<file path="config.mk">
export PLATFORM = sky130hd
export DESIGN_NAME = ekmf_ctrl
export DESIGN_NICKNAME = d
export VERILOG_FILES = /design/src/design/ekmf_pkg.sv /design/src/design/ekmf_ctrl.sv
export SDC_FILE = /design/constraint.sdc
export NUM_CORES = 1
export LEC_CHECK = 0
export ABC_CLOCK_PERIOD_IN_PS = 1240
export BUFFER_PORTS_ARGS = -buffer_cell sky130_fd_sc_hd__buf_2
export CORE_MARGIN = 4
export CORE_UTILIZATION = 44
export DETAILED_ROUTE_END_ITERATION = 10
export PLACE_DENSITY = 0.72
export REMOVE_ABC_BUFFERS = 1
export SLEW_MARGIN = 40
export SYNTH_ARGS = -nofsm -noshare
export SYNTH_HDL_FRONTEND = slang
export SYNTH_SLANG_ARGS = --single-unit
</file>
<file path="constraint.sdc">
create_clock -name i_clk -period 1.24 [get_ports i_clk]
set_input_delay 0.186 -clock i_clk [delete_from_list [all_inputs] [get_ports i_clk]]
set_output_delay 0.186 -clock i_clk [all_outputs]
set_load 0.005 [all_outputs]
</file>
<file path="src/design/ekmf_pkg.sv">
// shared types and constants for the edmonds-karp max-flow engine
// used by the controller, datapath and top level; depends on nothing
package ekmf_pkg;

    localparam int NODE_W         = 6;
    localparam int MAX_NODES      = 2 ** NODE_W;
    localparam int QPTR_W         = NODE_W + 1;
    localparam int CAP_IN_W       = 16;
    localparam int FLOW_W         = 24;
    localparam int NODE_COUNT_W   = 7;
    localparam int DEF_MAX_ARCS   = 512;
    localparam int DEF_CAP_BITS   = 16;
    localparam int IN_DATA_W      = 48;
    localparam int OUT_DATA_W     = 32;

    localparam logic [FLOW_W-1:0]       FLOW_MAX       = {FLOW_W{1'b1}};
    localparam logic [NODE_COUNT_W-1:0] NODE_COUNT_RST = NODE_COUNT_W'(MAX_NODES);

    typedef enum logic [1:0] {
        ACT_ADD   = 2'd0,
        ACT_RUN   = 2'd1,
        ACT_CLEAR = 2'd2,
        ACT_NONE  = 2'd3
    } t_action;

    typedef enum logic [1:0] {
        ST_OK    = 2'd0,
        ST_FULL  = 2'd1,
        ST_RANGE = 2'd2,
        ST_RSVD  = 2'd3
    } t_status;

    typedef enum logic [4:0] {
        S_IDLE, S_DECODE, S_ADD_FWD, S_ADD_REV, S_BFS_INIT, S_Q_CHECK, S_Q_READ,
        S_SCAN_START, S_SCAN, S_P1_PAR, S_P1_ARC, S_P1_MIN, S_P2_INIT, S_P2_PAR,
        S_P2_ARC, S_P2_SUB, S_P2_ADD, S_RESULT
    } t_state;

    typedef enum logic [3:0] {
        OP_NONE, OP_LOAD, OP_DECODE, OP_ADD_FWD, OP_ADD_REV, OP_BFS_INIT, OP_Q_READ,
        OP_SCAN_START, OP_SCAN, OP_PAR_RD, OP_ARC_RD, OP_MIN, OP_AUG2_INIT,
        OP_RES_SUB, OP_RES_ADD, OP_EMIT
    } t_dp_op;

    typedef struct packed {
        t_dp_op op;
    } t_dp_cmd;

    typedef struct packed {
        t_action act;
        logic    ok;
        logic    src_eq_dst;
        logic    q_empty;
        logic    found;
        logic    scan_end;
        logic    from_is_src;
        logic    v_is_src;
        logic    out_free;
    } t_dp_stat;

endpackage

</file>
<file path="src/design/ekmf_ctrl.sv">
// controller state machine of the max-flow engine
// depends on ekmf_pkg; drives datapath commands from datapath status
module ekmf_ctrl
    import ekmf_pkg::*;
(
    input  logic     i_clk,
    input  logic     i_rst_n,
    input  logic     i_in_fire,
    input  t_dp_stat i_stat,
    output t_dp_cmd  o_cmd,
    output logic     o_idle
);

    t_state r_state;
    t_state n_state;

    always_ff @(posedge i_clk) begin
        if (!i_rst_n) begin
            r_state <= S_IDLE;
        end else begin
            r_state <= n_state;
        end
    end

    // next state
    always_comb begin
        n_state = r_state;
        case (r_state)
            S_IDLE:       if (i_in_fire) n_state = S_DECODE;
            S_DECODE: begin
                if (i_stat.act == ACT_ADD && i_stat.ok) begin
                    n_state = S_ADD_FWD;
                end else if (i_stat.act == ACT_RUN && i_stat.ok && !i_stat.src_eq_dst) begin
                    n_state = S_BFS_INIT;
                end else begin
                    n_state = S_RESULT;
                end
            end
            S_ADD_FWD:    n_state = S_ADD_REV;
            S_ADD_REV:    n_state = S_RESULT;
            S_BFS_INIT:   n_state = S_Q_CHECK;
            S_Q_CHECK:    n_state = i_stat.q_empty ? S_RESULT : S_Q_READ;
            S_Q_READ:     n_state = S_SCAN_START;
            S_SCAN_START: n_state = S_SCAN;
            S_SCAN: begin
                if (i_stat.found) begin
                    n_state = S_P1_PAR;
                end else if (i_stat.scan_end) begin
                    n_state = S_Q_CHECK;
                end
            end
            S_P1_PAR:     n_state = S_P1_ARC;
            S_P1_ARC:     n_state = S_P1_MIN;
            S_P1_MIN:     n_state = i_stat.from_is_src ? S_P2_INIT : S_P1_PAR;
            S_P2_INIT:    n_state = S_P2_PAR;
            S_P2_PAR:     n_state = S_P2_ARC;
            S_P2_ARC:     n_state = S_P2_SUB;
            S_P2_SUB:     n_state = S_P2_ADD;
            S_P2_ADD:     n_state = i_stat.v_is_src ? S_BFS_INIT : S_P2_PAR;
            S_RESULT:     if (i_stat.out_free) n_state = S_IDLE;
            default:      n_state = S_IDLE;
        endcase
    end

    // outputs
    always_comb begin
        o_cmd.op = OP_NONE;
        o_idle   = 1'b0;
        case (r_state)
            S_IDLE: begin
                o_idle   = 1'b1;
                o_cmd.op = i_in_fire ? OP_LOAD : OP_NONE;
            end
            S_DECODE:     o_cmd.op = OP_DECODE;
            S_ADD_FWD:    o_cmd.op = OP_ADD_FWD;
            S_ADD_REV:    o_cmd.op = OP_ADD_REV;
            S_BFS_INIT:   o_cmd.op = OP_BFS_INIT;
            S_Q_CHECK:    o_cmd.op = OP_NONE;
            S_Q_READ:     o_cmd.op = OP_Q_READ;
            S_SCAN_START: o_cmd.op = OP_SCAN_START;
            S_SCAN:       o_cmd.op = OP_SCAN;
            S_P1_PAR:     o_cmd.op = OP_PAR_RD;
            S_P1_ARC:     o_cmd.op = OP_ARC_RD;
            S_P1_MIN:     o_cmd.op = OP_MIN;
            S_P2_INIT:    o_cmd.op = OP_AUG2_INIT;
            S_P2_PAR:     o_cmd.op = OP_PAR_RD;
            S_P2_ARC:     o_cmd.op = OP_ARC_RD;
            S_P2_SUB:     o_cmd.op = OP_RES_SUB;
            S_P2_ADD:     o_cmd.op = OP_RES_ADD;
            S_RESULT:     o_cmd.op = OP_EMIT;
            default:      o_cmd.op = OP_NONE;
        endcase
    end

endmodule

</file>
* Word level (Yosys, flattened, before mapping)
Cells that the tools add are included.
Widths: inputs -> output; s select.
** Operators by class
- Reduce and logical (&&, ||, !) cells :: 9
- Equal/unequal tests :: 21
- Multiplexer cells :: 13
** Operators by type and width (count)
- $pmux 5 s18 :: 1
- $pmux 4 s15 :: 1
- $eq 5x4->1 const B :: 8
- $mux 5 :: 7
- $eq 5x3->1 const B :: 4
- $eq 5x2->1 const B :: 2
- $eq 5x5->1 const B :: 2
- $eq 5x1->1 const B :: 1
- $logic_not 5->1 :: 1
- $mux 4 :: 1
- $ne 2x2->1 const B :: 2
- $reduce_or 2->1 :: 2
- $logic_and 1x1->1 :: 3
- $mux 3 :: 1
- $ne 3x3->1 const B :: 1
- $reduce_and 3->1 :: 1
- $eq 2x1->1 const B :: 1
- $logic_not 2->1 :: 1
- $mux 1 :: 2
- $logic_not 1->1 :: 1
** Word-level totals
- Output and inout bits :: 5
- Register bits after elaboration :: 5
- Bits of input ports :: 13

* Depth between registers and ports, before layout
- Word-level depth :: 6
- Gate-level depth with buffers :: 6

* Worst setup path after synthesis
No wires, ideal clock.
- Path type :: register -> register
- From :: reg r_state[1]
- To :: reg r_state[3]
- Stages on the path, launching flop included :: 6
- Slack :: -0.020 ns
- Arrival time :: 1.145 ns
- Period minus slack after synthesis :: 1.260 ns
- Buffers on the path :: 1
- Cells stage by stage :: dfxtp_1 > or2_0 > buf_2 > nor4_2 > a211oi_1 > o21a_1
** Between the ends
- Word-level cells in the longest chain between the ends :: 3
- Elaborated cells between the ends (all ways) :: 23
- Classes of those cells :: eq/ne: 20; mux: 1; reduce/logical: 2
** RTL lines
- start, declared :: line ekmf_ctrl.sv:14 : t_state r_state;
- start signal, assigned :: line ekmf_ctrl.sv:21 : r_state <= n_state;
- $eq 5x4->1 (tied with other cells) :: line ekmf_ctrl.sv:28 : case (r_state)
- $ne 3x3->1 (no source line) or $ne 2x2->1 (tied branches)
- $reduce_and 3->1 (no source line)
Several ways; a longest one is shown, not always the timed one.
A chain may end at the register's enable or synchronous reset.

* Final worst setup path
- From :: reg r_state[2]
- To :: out o_idle
** Between the ends
- Word-level cells in the longest chain between the ends :: 2
** RTL lines
- $logic_not 5->1 :: line ekmf_ctrl.sv:69 : case (r_state)
- $mux 1 :: line ekmf_ctrl.sv:69
- end, declared :: line ekmf_ctrl.sv:11 : output logic o_idle
Every way passes these cells.

==> impl_results.md <==
- Total Routing Usage GR: 0.2802
- RSZ-0062 raised after global routing: yes
- Die width: roughly 45 um
- Vias per inst: about 6.6
- Regs by FF count: r_state: 5 flops
- Number of buffers added on ports: 17
- Largest net degree at the start of global routing: 12
- FF+latch count, synth: 5
- DRC violations left: 0
- Syn avg cell area: about 7 um^2
- Initial core utilization: 0.4691
- Antenna violations before repair: 0
- CTS Buffer Depth: 2
- Mapped Cells: a little under 90
- Hold crit path type: input port to flip-flop
- Period utilization: 1.361
- Max FFs per register: 5
- Seq/Total Area, Yosys: 0.1619
- Mux cell area share after synthesis: 0.01619
- Main combinational cell family by area after synthesis: simple AND/OR/NAND/NOR gates
- Worst setup margin: -447.8 ps
- DR pass1 iterations: 4
- Static leakage: roughly 0.47 nW
- Post-Synth Adder-Cell Area: 0
- Vias in the first global route: about 880
- Yosys cell types: 36
- GRT overflow: 0
- Maximum vdd drop: around 1.3 mV
- Min cycle time layout: 1688 ps
- Power Total: between 2 and 3 mW
- Measured slew at the worst slew-check pin: about 320 ps
- Post-Synthesis Cell Area: 618.1 um^2
- Fillers: 70
- Critical path peak fanout: 4
- Setup Viol. Count Final: 9
- Worst EP arrival: 1500 ps
- DP HPWL: 1595 um
- Synth Area in XOR/XNOR: 0
- Simple-gate share of the synthesized area: 0.4190
- Final hold viol count: 0
- Slew HR: 0.7841
- CTS tree: built
- Max H-tree Level: 1
- Io pins: 18
- Clk slew on worst S/H paths: roughly 60 ps
- Inserted Clock Buffers: 3
- Clock sink count: 5
- Die Ht: approximately 45 um
- # hold bufs at CTS: 0
- Top cells by area, synth: dfxtp_1 16%, nand2b_1 9.1%, o21ai_0 5.7%
- Ys flop type: dfxtp_1
- # diodes: 0
- WP data required: roughly 1100 ps
- Pins Over Slew Limit: 0
- Routed WL: around 3100 um
- Share of cells above drive strength 1: 0.6016
- DR iter-0 viols: 33
- Fin cells: around 140
- Status: finished with violations
- Critical path class: flip-flop to output pin
- Element type at the critical path end: output pin
- Synth top area share: 0.1619
- Asr flop ratio synth: 0
- Worst Skew: ~1.4 ps
- Core area: between 0.001 and 0.0015 mm^2
- Syn. warnings: 0
- Fmax: 0.5925 GHz
- WL/cell: around 22 um
- Post-synthesis compound-gate area fraction: 0.3239
- PwrDens: 2356 mW/mm^2
- First-pass GRT wire length: ~4200 um
- DRT antenna net count: 0
- Cell with the most instances after synthesis: nand2b_1
- Failing checks: negative setup slack
- Number of flops mapped to enable cells by yosys: 0
- Dpl cells: 132
- Setup crit start kind: flip-flop
- Max-Cap Viols: 0
- Post-synth top cells: 9 x nand2b_1, 7 x nor2_1, 7 x o21ai_0
- Routability cong.: 0.9076
- Clock latency at the later pin of the worst-skew pair: about 260 ps
- Final net count: 142
- Area Growth Syn to Fin: 80.77%
- Largest reg by FF count: r_state
- Die area: roughly 0.0021 mm^2
- DP Worst Slack: -173.9 ps
- CTS root buffer: clkbuf_4
- Via count: 937
- Number of core rows: 13
- Largest area contributor in the netlist: dfxtp_1
- Final Core Density: 0.8481
cells in the final DEF, fill, tap and decap left out, drive strengths merged, types with 2 or more instances in the layout:
master	n
a31oi	2
nor2b	3
nor2	7
nand2	5
a22oi	2
a21o	2
dfxtp	5
nor4	2
clkbuf	5
nand2b	9
o21ai	8
a211oi	2
nor4b	3
nor3b	4
inv	3
o21a	2
nor3	3
a32oi	2
buf	43
a21oi	3
through the flow:
stage / instance area, um^2 / hold slack, ps / setup TNS [ps]
floorplan: 580.6 / 303.7 / -479.4
global route: 1117 / 196.4 / -2913
global placement: 834.6 / 427.0 / -731.9
CTS: 1008 / 174.5 / -1714
detailed placement: 834.6 / 437.1 / -1178
finish: 1117 / 188.5 / -2486
path summary, 6_finish.rpt:
check | start | end | slack, ps | depth (start not counted)
max reg2reg | r_state[2] | r_state[2] | -220 | 6
max | r_state[2] | o_idle | -450 | 5
min | i_rst_n | r_state[3] | 190 | 2
min reg2reg | r_state[4] | r_state[1] | 660 | 2
where the power goes:
| group | leakage, nW | switching [mW] | internal [mW] | total [mW] |
|---|---|---|---|---|
| logic | 0.409 | 0.987 | 1.03 | 2.02 |
| clock network | 0.0150 | 0.0997 | 0.124 | 0.223 |
| registers | 0.0439 | 0.153 | 0.235 | 0.388 |
per-layer routing:
metal  part of all wire  up-vias  GRT usage
li1                   -      407          -
met1               0.38      448     0.3325
met2               0.49       66     0.4930
met3              0.085       16    0.05534
met4              0.048        0    0.09357
met5                  0        -          0
layout make-up:
class / instances / area, um^2 / share of cell area
inverter: 3 / 11.26 / 0.01008
timing repair buffer: 44 / 315.3 / 0.2822
multi-input combinational: 72 / 631.9 / 0.5655
tap: 15 / 18.77 / 0.01680
clock buffer: 4 / 26.28 / 0.02352
sequential: 5 / 113.9 / 0.1019
cells by family after synthesis:
logic type,after synthesis
muxes,1
AOI/OAI and AO/OA,29
buffers and inverters,10
and+or+nand+nor,42
DFF,5
worst max-delay path, stage by stage, from the launching register on:
cell and delay [ps]:
dfxtp_4 360, buf_6 130, buf_4 140, nor4_4 210
nor2b_1 250, buf_2 150
what timing repair did:
action,4_1_cts,5_1_grt
buffers inserted,2,6
hold endpoints to repair,0,0
gates cloned,0,0
pin swaps,15,13
resized for setup,38,16
setup endpoints to repair,10,10
Note: power is estimated with default switching activity, not from simulation.
